### config.mk
export PLATFORM = sky130hd
export DESIGN_NAME = vog_scale_unit
export DESIGN_NICKNAME = d
export VERILOG_FILES = /design/src/rtl/vog_pkg.sv /design/src/rtl/vog_scale_unit.sv
export SDC_FILE = /design/constraint.sdc
export NUM_CORES = 1
export LEC_CHECK = 0
export BUFFER_PORTS_ARGS = -buffer_cell sky130_fd_sc_hd__buf_4
export CORE_UTILIZATION = 45
export CTS_CLUSTER_DIAMETER = 50
export CTS_CLUSTER_SIZE = 16
export DETAILED_ROUTE_END_ITERATION = 16
export GPL_TIMING_DRIVEN = 0
export PLACE_DENSITY = 0.74
export SLEW_MARGIN = 10
export SYNTH_ARGS = -nofsm -noshare
export SYNTH_HDL_FRONTEND = slang
export SYNTH_SLANG_ARGS = --single-unit
### constraint.sdc
create_clock -name i_clk -period 10.8 [get_ports i_clk]
set_clock_uncertainty 0.15 [all_clocks]
set_input_delay 0.54 -clock i_clk [delete_from_list [all_inputs] [get_ports i_clk]]
set_output_delay 0.54 -clock i_clk [all_outputs]
set_load 0.02 [all_outputs]
### src/rtl/vog_pkg.sv
`timescale 1ns / 1ps
// ----------------------------------------------------------------------------
// vog_pkg
// Shared types, codes and constants of the voxel occupancy grid.
// ----------------------------------------------------------------------------
package vog_pkg;

    localparam int unsigned MAX_X_DEF  = 64;
    localparam int unsigned MAX_Y_DEF  = 64;
    localparam int unsigned MAX_Z_DEF  = 64;

    localparam int unsigned COORD_W    = 16;
    localparam int unsigned CELL_W     = 6;
    localparam int unsigned EXT_W      = 7;
    localparam int unsigned CPM_W      = 16;
    localparam int unsigned PROD_W     = 32;
    localparam int unsigned CMD_W      = 2;
    localparam int unsigned STATUS_W   = 2;
    localparam int unsigned MASK_W     = 6;
    localparam int unsigned CFG_IDX_W  = 3;
    localparam int unsigned CFG_DATA_W = 16;
    localparam int unsigned IN_DATA_W  = 72;
    localparam int unsigned OUT_DATA_W = 32;

    localparam logic [CPM_W-1:0] CPM_RST    = 16'd2560;
    localparam logic [EXT_W-1:0] EXTENT_RST = 7'd64;

    // face mask bit positions
    localparam int unsigned MB_XP = 0;
    localparam int unsigned MB_XN = 1;
    localparam int unsigned MB_YP = 2;
    localparam int unsigned MB_YN = 3;
    localparam int unsigned MB_ZP = 4;
    localparam int unsigned MB_ZN = 5;

    typedef enum logic [CMD_W-1:0] {
        CMD_MARK  = 2'd0,
        CMD_QUERY = 2'd1,
        CMD_SURF  = 2'd2,
        CMD_NOP   = 2'd3
    } t_cmd;

    typedef enum logic [STATUS_W-1:0] {
        STS_FREE = 2'd0,
        STS_OCC  = 2'd1,
        STS_OOM  = 2'd2,
        STS_DONE = 2'd3
    } t_status;

    typedef enum logic [CFG_IDX_W-1:0] {
        CFG_ORIGIN_X = 3'd0,
        CFG_ORIGIN_Y = 3'd1,
        CFG_ORIGIN_Z = 3'd2,
        CFG_CPM      = 3'd3,
        CFG_EXTENT_X = 3'd4,
        CFG_EXTENT_Y = 3'd5,
        CFG_EXTENT_Z = 3'd6
    } t_cfg_idx;

    typedef enum logic [1:0] {
        AXIS_X = 2'd0,
        AXIS_Y = 2'd1,
        AXIS_Z = 2'd2
    } t_axis;

    typedef enum logic [2:0] {
        PRB_CENTER = 3'd0,
        PRB_XP     = 3'd1,
        PRB_XN     = 3'd2,
        PRB_YP     = 3'd3,
        PRB_YN     = 3'd4,
        PRB_END    = 3'd5
    } t_probe;

    typedef enum logic [3:0] {
        S_CLEAR,
        S_IDLE,
        S_SCALE,
        S_DRAIN,
        S_DECIDE,
        S_APPLY,
        S_CHECK,
        S_PROBE,
        S_DONE
    } t_state;

    typedef struct packed {
        logic              valid;
        t_axis             axis;
        logic              neg;
        logic [PROD_W-1:0] prod;
    } t_scale_res;

    // zero acts as one, anything above the grid size acts as the grid size
    function automatic logic [EXT_W-1:0] eff_extent(input logic [EXT_W-1:0] e,
                                                    input int unsigned maxv);
        logic [EXT_W-1:0] r;
        if (e == '0) begin
            r = 7'd1;
        end else if (32'(e) > maxv) begin
            r = EXT_W'(maxv);
        end else begin
            r = e;
        end
        return r;
    endfunction

endpackage

### src/rtl/vog_scale_unit.sv
`timescale 1ns / 1ps
// ----------------------------------------------------------------------------
// vog_scale_unit
// Shared offset and scale stage: one axis per cycle, registered result.
// ----------------------------------------------------------------------------
module vog_scale_unit (
    input  logic                                i_clk,
    input  logic                                i_rst_n,
    input  logic                                i_en,
    input  vog_pkg::t_axis                      i_axis,
    input  logic signed [vog_pkg::COORD_W-1:0]  i_coord,
    input  logic signed [vog_pkg::COORD_W-1:0]  i_origin,
    input  logic        [vog_pkg::CPM_W-1:0]    i_cpm,
    output vog_pkg::t_scale_res                 o_res
);
    import vog_pkg::*;

    logic signed [COORD_W:0] diff;
    logic [PROD_W-1:0]       prod;
    logic                    r_valid;
    t_axis                   r_axis;
    logic                    r_neg;
    logic [PROD_W-1:0]       r_prod;

    assign diff = {i_coord[COORD_W-1], i_coord} - {i_origin[COORD_W-1], i_origin};
    // offset is known non-negative whenever the product is used
    assign prod = PROD_W'(diff[COORD_W-1:0]) * PROD_W'(i_cpm);

    always_ff @(posedge i_clk) begin
        if (!i_rst_n) begin
            r_valid <= 1'b0;
        end else begin
            r_valid <= i_en;
        end
    end

    always_ff @(posedge i_clk) begin
        if (i_en) begin
            r_axis <= i_axis;
            r_neg  <= diff[COORD_W];
            r_prod <= prod;
        end
    end

    assign o_res = '{valid: r_valid, axis: r_axis, neg: r_neg, prod: r_prod};

endmodule

==> qor.csv, run 1 <==
metric;value;unit
cells after synthesis;1171;
worst-path maximum fanout;10;
Max stage delay on crit path;0.57;ns
Syn-to-layout area delta;11.0;%
root buffer cell;clkbuf_16;
met3 routing resource usage after global routing;3.28;%
maximum number of pins on one net before global-route repair;37;
total area of sequential cells;0.00107;mm²
register bit total from synthesis;36;
wire per inst;16.8;µm
Avg Vias per Cell;5.30;
combined area of the multi-input logic cells;0.00855;mm²
number of hold violations in the final report;0;
startpoint-to-endpoint class of the critical path;input pin to flop;
worst-case headroom to the max-slew limit;41.2;%
Min-Delay Endpoint;r_axis[1];
Synthesized Nets;1539;
routability-driven placement congestion ratio;0.961;
number of gates resized after CTS;0;
sequential fraction of the synthesis area;10.0;%
Routed Antenna Nets;0;
CP Data Arrival Time;8.80;ns
setup repair after global routing missed its margin;false;
Die X-Extent;156;µm
count of inserted antenna diode cells;0;
Pins Over Slew Limit;0;
portion of the clock cycle consumed by the worst path in the final layout;82.5;%
number of hold buffers added after CTS;0;
buffers from clock root to sink, at most;2;
DR vias;8388;
most frequent cells in the layout;230 x inv_1, 195 x fa_1, 159 x nand2_1, 120 x ha_1, 87 x buf_4;
yosys warns;0;
drc violations;0;
cell seen most often among critical-path stages;fa_1;
vias in the first global route;8264;
hold wc startpoint;i_axis[1];
total routing usage reported by global routing;22.7;%
Die Outline Area;0.0244;mm²
layout net count;1631;
met1 Use GR;29.0;%
total congestion overflow after global routing;0;
post-synth cell types;58;
total standard cell area after synthesis;0.0107;mm²
detailed-routing iteration count for the pre-antenna-repair pass;5;
Port Buf Inserts;85;
clock tree from TritonCTS;done;
estimated wirelength of the detail-placed design;22.7;mm
H-tree depth reported by CTS;2;
I/O pin count;89;
number of cells traversed by the worst hold path;1;
Post-synth EDFFs;35;
share of async-settable or async-resettable flops after synthesis;0;%
mean post-synth cell area;9.12;µm²
global routing met2 resource utilization;38.9;%
transition time at the pin with the least slew margin;0.872;ns
vertical die dimension;156;µm
WL final;26.6;mm
MaxCap Viol Count;0;
setup tns final;0;ns
clock sink count;36;
violation count after the first detailed-routing iteration;545;
critical path startpoint category;input pin;
maximum clock rate;112;MHz
cell with the largest stage delay on the worst path;clkbuf_1;
number of antenna violations at the first check in global routing;0;
final setup fails;0;
worst hold-check path type;input pin to flop;
post-CTS setup buffer count;0;
most frequent standard cell in the layout excluding fill and tap cells;inv_1;
outcome;complete, no violations;
Initial Util;45.6;%
standard cell core area;0.0234;mm²
Critical Path RT;10.69;ns
clock input transition at the sequential cells of the worst setup and hold paths;0.06;ns
global-route wire length before repair;42.2;mm
number of clock buffers inserted by TritonCTS;5;
minimum clock period after layout;8.91;ns
Fill cells;2259;
most heavily used metal layer in global routing;met2;
number of placement rows;56;
Hold WS;0.283;ns
share of post-route cells with drive strength above 1;8.78;%
crit path capture type;flop;
dominant register cell in the synthesized netlist;edfxtp_1;
==> cells by family after synthesis <==
group,Yosys count,synth area share (%)
DFF,36,10.0
buffers and inverters,276,9.88
adders and majority gates,315,50.6
and+or+nand+nor,359,16.3
AOI/OAI and AO/OA,133,8.63
xor gates and xnor gates,34,2.79
muxes,18,1.76
==> worst max-delay path: cells and delay by family <==
kind | cells | cell delay (ns)
XOR/XNOR | 2 | 0.67
buffers and inverters | 6 | 0.86
AO/OA/AOI/OAI | 6 | 1.62
AND/OR/NAND/NOR | 6 | 1.00
adder cells (fa/ha/maj) | 9 | 4.10
==> metrics by stage <==
| stage | cell area [µm²] | util [%] | worst slack, ns | instances |
|---|---|---|---|---|
| 3_5_place_dp | 11700 | 50.1 | 1.67 | 1575 |
| 3_3_place_gp | 11700 | 50.1 | 1.74 | 1575 |
| 4_1_cts | 11900 | 50.7 | 1.95 | 1583 |
| 5_1_grt | 11900 | 50.7 | 1.49 | 1583 |
| 6_report | 11900 | 50.7 | 1.89 | 1583 |
| 2_1_floorplan | 10700 | - | 3.11 | 1171 |
==> cell type report <==
type                            count  share of cell area (%)
Buffer                             45                    1.58
Sequential cell                    36                    9.04
Clock buffer                        7                    1.12
Multi-Input combinational cell    859                    72.2
Inverter                          231                    7.31
Tap cell                          319                    3.37
Timing Repair Buffer               85                    5.38
Clock inverter                      1                  0.0422
==> per-layer routing <==
metal  vias up  wire [µm]
met3        48       1770
met5         -          0
met2       287      13200
met1      4209      10600
li1       3844          -
met4         0       1010
==> sequential cells by signal, indices dropped and copies added (netlist names) <==
signal,cells
r_axis,2
r_prod,32
r_valid,1
r_neg,1
==> synthesized netlist by cell type, types with 5 or more instances <==
cell type / number / share of area, %
a31oi_1: 6 / 0.35
o21ai_0: 24 / 1.1
mux2_2: 5 / 0.53
edfxtp_1: 35 / 9.8
a21boi_0: 10 / 0.70
nand2_1: 159 / 5.6
nor2b_1: 34 / 2.0
a211oi_1: 6 / 0.42
inv_1: 230 / 8.1
a21oi_1: 32 / 1.5
mux2i_1: 12 / 1.1
o21ai_1: 6 / 0.28
nand3_1: 21 / 0.98
o21bai_1: 6 / 0.42
and2_1: 77 / 4.5
fa_1: 195 / 37
xor2_1: 9 / 0.74
nor2_1: 34 / 1.2
clkbuf_1: 38 / 1.3
nand2b_1: 13 / 0.76
a21o_1: 17 / 1.2
and3_1: 10 / 0.59
xnor2_1: 25 / 2.1
ha_1: 120 / 14
==> worst max-delay path by stage <==
stage / startpoint / end / slack [ns]
2_1_floorplan: i_coord[0] / r_prod[30] / 3.11
3_3_place_gp: i_coord[0] / r_prod[30] / 1.74
3_5_place_dp: i_coord[0] / r_prod[30] / 1.67
4_1_cts: i_coord[0] / r_prod[30] / 1.95
5_1_grt: i_coord[0] / r_prod[30] / 1.49
6_report: i_coord[0] / r_prod[30] / 1.89
Power of run 1 is not shown: default switching activity piles up to over one toggle a cycle in this logic, so the estimate is an artifact.
==> run 2, diff against run 1 <==
--- a/config.mk
+++ b/config.mk
@@ -5,6 +5,7 @@
 export SDC_FILE = /design/constraint.sdc
 export NUM_CORES = 1
 export LEC_CHECK = 0
+export ABC_AREA = 1
 export BUFFER_PORTS_ARGS = -buffer_cell sky130_fd_sc_hd__buf_4
 export CORE_UTILIZATION = 45
 export CTS_CLUSTER_DIAMETER = 50
==> constraint.sdc (replaced) <==
create_clock -name i_clk -period 9 [get_ports i_clk]
set_clock_uncertainty 0.15 [all_clocks]
set_input_delay 0.45 -clock i_clk [delete_from_list [all_inputs] [get_ports i_clk]]
set_output_delay 0.45 -clock i_clk [all_outputs]
set_load 0.02 [all_outputs]
==> run 2 against run 1 <==
Compared with the run above:
- synthesized cell count up 23%
- cell count is 18% higher
- critical path depth fell by 6
- first-iteration DRC count grew 25%
- wire length is 9.2% higher
- hold slack got worse by 0.094 ns
- sequential cell count unchanged
- core utilization about the same
- sequential share of layout area shrank 0.31 points
- cell area grew 3.6%
==> qor.csv, run 2 <==
metric;value;unit
outcome;complete, no violations;
count of inserted antenna diode cells;0;
mean post-synth cell area;7.66;µm²
clock sink count;36;
number of hold violations in the final report;0;
Avg Vias per Cell;5.09;
minimum clock period after layout;7.11;ns
leading cell types by total area after synthesis;fa_1 35%, ha_1 14%, inv_1 12%;
global-route wire length before repair;48.8;mm
MaxCap Viol Count;0;
worst hold-check path type;input pin to flop;
Critical Path RT;8.89;ns
I/O pin count;89;
worst-path maximum fanout;10;
number of clock buffers inserted by TritonCTS;5;
yosys warns;0;
wire per inst;15.6;µm
clock input transition at the sequential cells of the worst setup and hold paths;0.06;ns
total congestion overflow after global routing;0;
number of antenna violations at the first check in global routing;0;
number of placement rows;57;
setup tns final;0;ns
critical path startpoint category;input pin;
post-CTS setup buffer count;0;
Fill cells;2386;
largest reg by FF count;r_prod;
layout net count;1905;
WL final;29.1;mm
flip-flop count of the largest register after layout;32;
portion of the clock cycle consumed by the worst path in the final layout;79.0;%
number of hold buffers added after CTS;0;
CP Data Arrival Time;7.00;ns
maximum clock rate;141;MHz
register bit total from synthesis;36;
top cells by count, synth;360 x inv_1, 330 x nand2_1, 195 x fa_1;
most frequent cells in the layout;360 x inv_1, 330 x nand2_1, 195 x fa_1, 175 x nor2_1, 120 x ha_1;
post-synth cell types;34;
total standard cell area after synthesis;0.0111;mm²
cells after synthesis;1446;
setup repair after global routing missed its margin;false;
violation count after the first detailed-routing iteration;681;
clock tree from TritonCTS;done;
top flop regs;r_prod: 32 flops, r_axis: 2 flops;
buffers from clock root to sink, at most;2;
Port Buf Inserts;84;
cell type contributing the most total cell area after synthesis;fa_1;
vertical die dimension;159;µm
Pins Over Slew Limit;0;
worst-case headroom to the max-slew limit;23.6;%
sequential fraction of the synthesis area;9.67;%
startpoint-to-endpoint class of the critical path;input pin to flop;
routability-driven placement congestion ratio;0.948;
number of gates resized after CTS;0;
Die Outline Area;0.0252;mm²
Syn-to-layout area delta;10.9;%
most frequent standard cell in the layout excluding fill and tap cells;inv_1;
standard cell core area;0.0242;mm²
Die X-Extent;159;µm
crit path capture type;flop;
total routing usage reported by global routing;24.7;%
estimated wirelength of the detail-placed design;24.9;mm
Post-synth EDFFs;35;
vias in the first global route;9886;
detailed-routing iteration count for the pre-antenna-repair pass;5;
root buffer cell;clkbuf_16;
Synthesized Nets;1814;
transition time at the pin with the least slew margin;1.14;ns
H-tree depth reported by CTS;2;
Routed Antenna Nets;0;
final setup fails;0;
DR vias;9484;
Initial Util;45.7;%
top-area cell type share of the netlist area;35.2;%
dominant register cell in the synthesized netlist;edfxtp_1;
count leader, synth;inv_1;
share of async-settable or async-resettable flops after synthesis;0;%
share of post-route cells with drive strength above 1;8.26;%
drc violations;0;
maximum number of pins on one net before global-route repair;37;
## run 2: cell count changes in the layout (fill, tap and decap cells not counted), moves of 22 or more
cell	previous run	this run
nor2_1	34	175
inv_1	230	360
nand3_1	21	112
and2_1	77	0
nand2_1	159	330
nor2b_1	34	0
xnor2_1	25	3
## run 2: kinds of logic (layout without fill, tap and decap cells)
group                    count (synthesis)  after routing  synth area share (%)
AO/OA/AOI/OAI                           38             38                  1.98
XOR/XNOR                                24             24                  2.10
adder cells (fa/ha/maj)                315            315                  48.8
buffers and inverters                  390            482                  13.4
flip-flops                              36             36                  9.67
AND/OR/NAND/NOR                        643            643                  24.1
## run 2: area by class of cell
cell class | count | area (µm²) | share of cell area, %
Buffer | 29 | 128 | 1.04
Clock inverter | 3 | 42.5 | 0.346
Inverter | 361 | 1360 | 11.0
Multi-Input combinational cell | 1020 | 8520 | 69.4
Tap cell | 324 | 405 | 3.30
Clock buffer | 5 | 125 | 1.02
Sequential cell | 36 | 1070 | 8.72
Timing Repair Buffer | 84 | 631 | 5.14
## run 2: worst paths after layout
path / from / endpoint / slack, ns / cells past startpoint
hold / removal: i_axis[0] / r_axis[0] / 0.19 / 1
setup / recovery: i_coord[0] / r_prod[31] / 1.89 / 23
## run 2: through the flow
stage                     util, %  hold WS, ns  cell area [µm²]  setup WS (ns)  instances
after floorplan                 -        0.393            11100           2.59       1446
after global placement       50.0        0.479            12100           1.73       1854
after detailed placement     50.0        0.480            12100           1.61       1854
after CTS                    50.6        0.184            12300           1.89       1862
after global routing         50.6        0.176            12300           1.51       1862
final                        50.6        0.189            12300           1.89       1862
## run 2: critical path: stages
cell and delay [ns]:
buf_4 0.07, inv_1 0.03, ha_1 0.23, fa_1 0.42, xnor2_1 0.92, inv_1 0.42
nor2_1 0.26, fa_1 0.46, fa_1 0.51, fa_1 0.43, fa_1 0.46, fa_1 0.49
inv_1 0.04, fa_1 0.47, inv_1 0.04, ha_1 0.37, nand2_1 0.12, nor2_1 0.27
nand2_1 0.15, nor2_1 0.13, nand2_1 0.07, nand3_1 0.10, nand2_1 0.07
## run 2: metal layers
| layer | track usage [%] | wire, µm | share of wire (%) | vias to the layer above |
|---|---|---|---|---|
| met5 | 0 | 0 | 0 | - |
| met4 | 8.92 | 1100 | 3.8 | 0 |
| met3 | 3.84 | 2290 | 7.9 | 74 |
| met2 | 42.5 | 14200 | 49 | 373 |
| met1 | 31.3 | 11500 | 39 | 4572 |
| li1 | - | - | - | 4465 |
Power of run 2 is left out for the same reason.
==> run 3, diff against run 2 <==
==> constraint.sdc (replaced) <==
create_clock -name i_clk -period 6.7 [get_ports i_clk]
set_clock_uncertainty 0.15 [all_clocks]
set_input_delay 0.335 -clock i_clk [delete_from_list [all_inputs] [get_ports i_clk]]
set_output_delay 0.335 -clock i_clk [all_outputs]
set_load 0.02 [all_outputs]
==> run 3 against run 2 <==
Compared with the run above:
- die area unchanged
- critical path depth is 7 higher
- wire length up 4.5%
- cell count is 1.6% higher
- first-iteration DRC count rose by 3.4%
- critical path type unchanged
==> qor.csv, run 3 (synthesis gave the netlist of run 2 again) <==
metric;value;unit
Port Buf Inserts;84;
Initial Util;45.7;%
cell seen most often among critical-path stages;nand2_1;
maximum number of pins on one net before global-route repair;37;
WL final;30.4;mm
largest reg by FF count;r_prod;
drc violations;0;
wire per inst;16.1;µm
vias in the first global route;9878;
worst hold-check path type;input pin to flop;
crit path capture type;flop;
MaxCap Viol Count;0;
combined area of the multi-input logic cells;0.00897;mm²
most frequent standard cell in the layout excluding fill and tap cells;inv_1;
Pins Over Slew Limit;0;
Syn-to-layout area delta;17.1;%
minimum clock period after layout;6.56;ns
DR vias;9843;
startpoint-to-endpoint class of the critical path;input pin to flop;
I/O pin count;89;
Hold WS;0.0741;ns
number of placement rows;57;
total congestion overflow after global routing;0;
critical path startpoint category;input pin;
CP Data Arrival Time;6.45;ns
root buffer cell;clkbuf_16;
number of clock buffers inserted by TritonCTS;5;
share of post-route cells with drive strength above 1;14.2;%
cell with the largest stage delay on the worst path;fa_1;
worst-case headroom to the max-slew limit;51.9;%
total area of sequential cells;0.00107;mm²
H-tree depth reported by CTS;2;
global-route wire length before repair;48.9;mm
clock tree from TritonCTS;done;
detailed-routing iteration count for the pre-antenna-repair pass;6;
Die Outline Area;0.0252;mm²
layout net count;1935;
top flop regs;r_prod: 32 flops, r_axis: 2 flops;
vertical die dimension;159;µm
Critical Path RT;6.59;ns
routability-driven placement congestion ratio;0.948;
clock sink count;36;
portion of the clock cycle consumed by the worst path in the final layout;97.9;%
maximum clock rate;152;MHz
Fill cells;2290;
number of hold buffers added after CTS;0;
total routing usage reported by global routing;24.7;%
final setup fails;0;
Die X-Extent;159;µm
standard cell core area;0.0242;mm²
worst-path maximum fanout;5;
transition time at the pin with the least slew margin;0.722;ns
number of antenna violations at the first check in global routing;0;
outcome;complete, no violations;
estimated wirelength of the detail-placed design;24.9;mm
setup repair after global routing missed its margin;true;
violation count after the first detailed-routing iteration;704;
buffers from clock root to sink, at most;2;
flip-flop count of the largest register after layout;32;
count of inserted antenna diode cells;0;
Routed Antenna Nets;0;
Max stage delay on crit path;0.61;ns
clock input transition at the sequential cells of the worst setup and hold paths;0.06;ns
most frequent cells in the layout;356 x inv_1, 309 x nand2_1, 193 x fa_1, 163 x nor2_1, 113 x buf_4;
number of hold violations in the final report;0;
Avg Vias per Cell;5.20;
## run 3: changes by cell type in the layout (fill, tap and decap cells not counted), moves of 5 or more
| cell | change |
|---|---|
| a21oi_1 | -6 |
| a21oi_2 | +5 |
| buf_4 | +26 |
| ha_1 | -12 |
| ha_2 | +9 |
| nand2_1 | -21 |
| nand2_2 | +9 |
| nand2_4 | +9 |
| nand3_1 | -5 |
| nor2_1 | -12 |
| nor2_4 | +8 |
## run 3: worst max-delay path, delay by kind of cell
family	cells	cell delay, ns
adder cells (fa/ha/maj)	9	4.10
AO/OA/AOI/OAI	1	0.20
buffers and inverters	6	0.45
XOR/XNOR	1	0.22
AND/OR/NAND/NOR	13	1.13
## run 3: timing repair
item                                    CTS  global route
cloned                                    0             3
resized for setup                        19            93
setup buffers                             0            27
endpoints found under the setup margin   16            20
pin swaps                                 0            18
endpoints found under the hold margin     0             0
## run 3: layout make-up
type | count | area share [%]
multi-input cells | 1022 | 69.2
inverters | 361 | 10.5
flip-flops and latches | 36 | 8.26
repair buffers | 112 | 6.56
well taps | 324 | 3.12
plain buffers | 29 | 1.14
clock buffers | 5 | 0.964
clock inverters | 3 | 0.328
## run 3: path summary, 6_finish.rpt
check	startpoint	endpoint	slack [ns]	cells past startpoint
worst min-delay path	i_axis[0]	r_axis[0]	0.07	1
worst max-delay path	i_coord[0]	r_prod[29]	0.14	30
## run 3: per-stage QoR
step                instances  setup TNS (ns)  setup WS, ns  cell area [µm²]  util [%]
floorplan                1446               0         0.401            11100         -
global placement         1854           -5.95        -0.457            12100      50.0
detailed placement       1854           -7.91        -0.570            12100      50.0
CTS                      1862               0       0.00317            12400      50.9
global route             1892          -0.283       -0.0435            13000      53.5
finish                   1892               0         0.142            13000      53.5
## run 3: routing by layer
layer  track usage (%)  vias up  share of wire [%]
met3              4.00       91                8.8
met1              31.4     4751                 39
met5                 0        -                  0
met4              9.09        0                3.9
met2              42.4      468                 49
li1                  -     4533                  -
Power of run 3 is left out for the same reason.
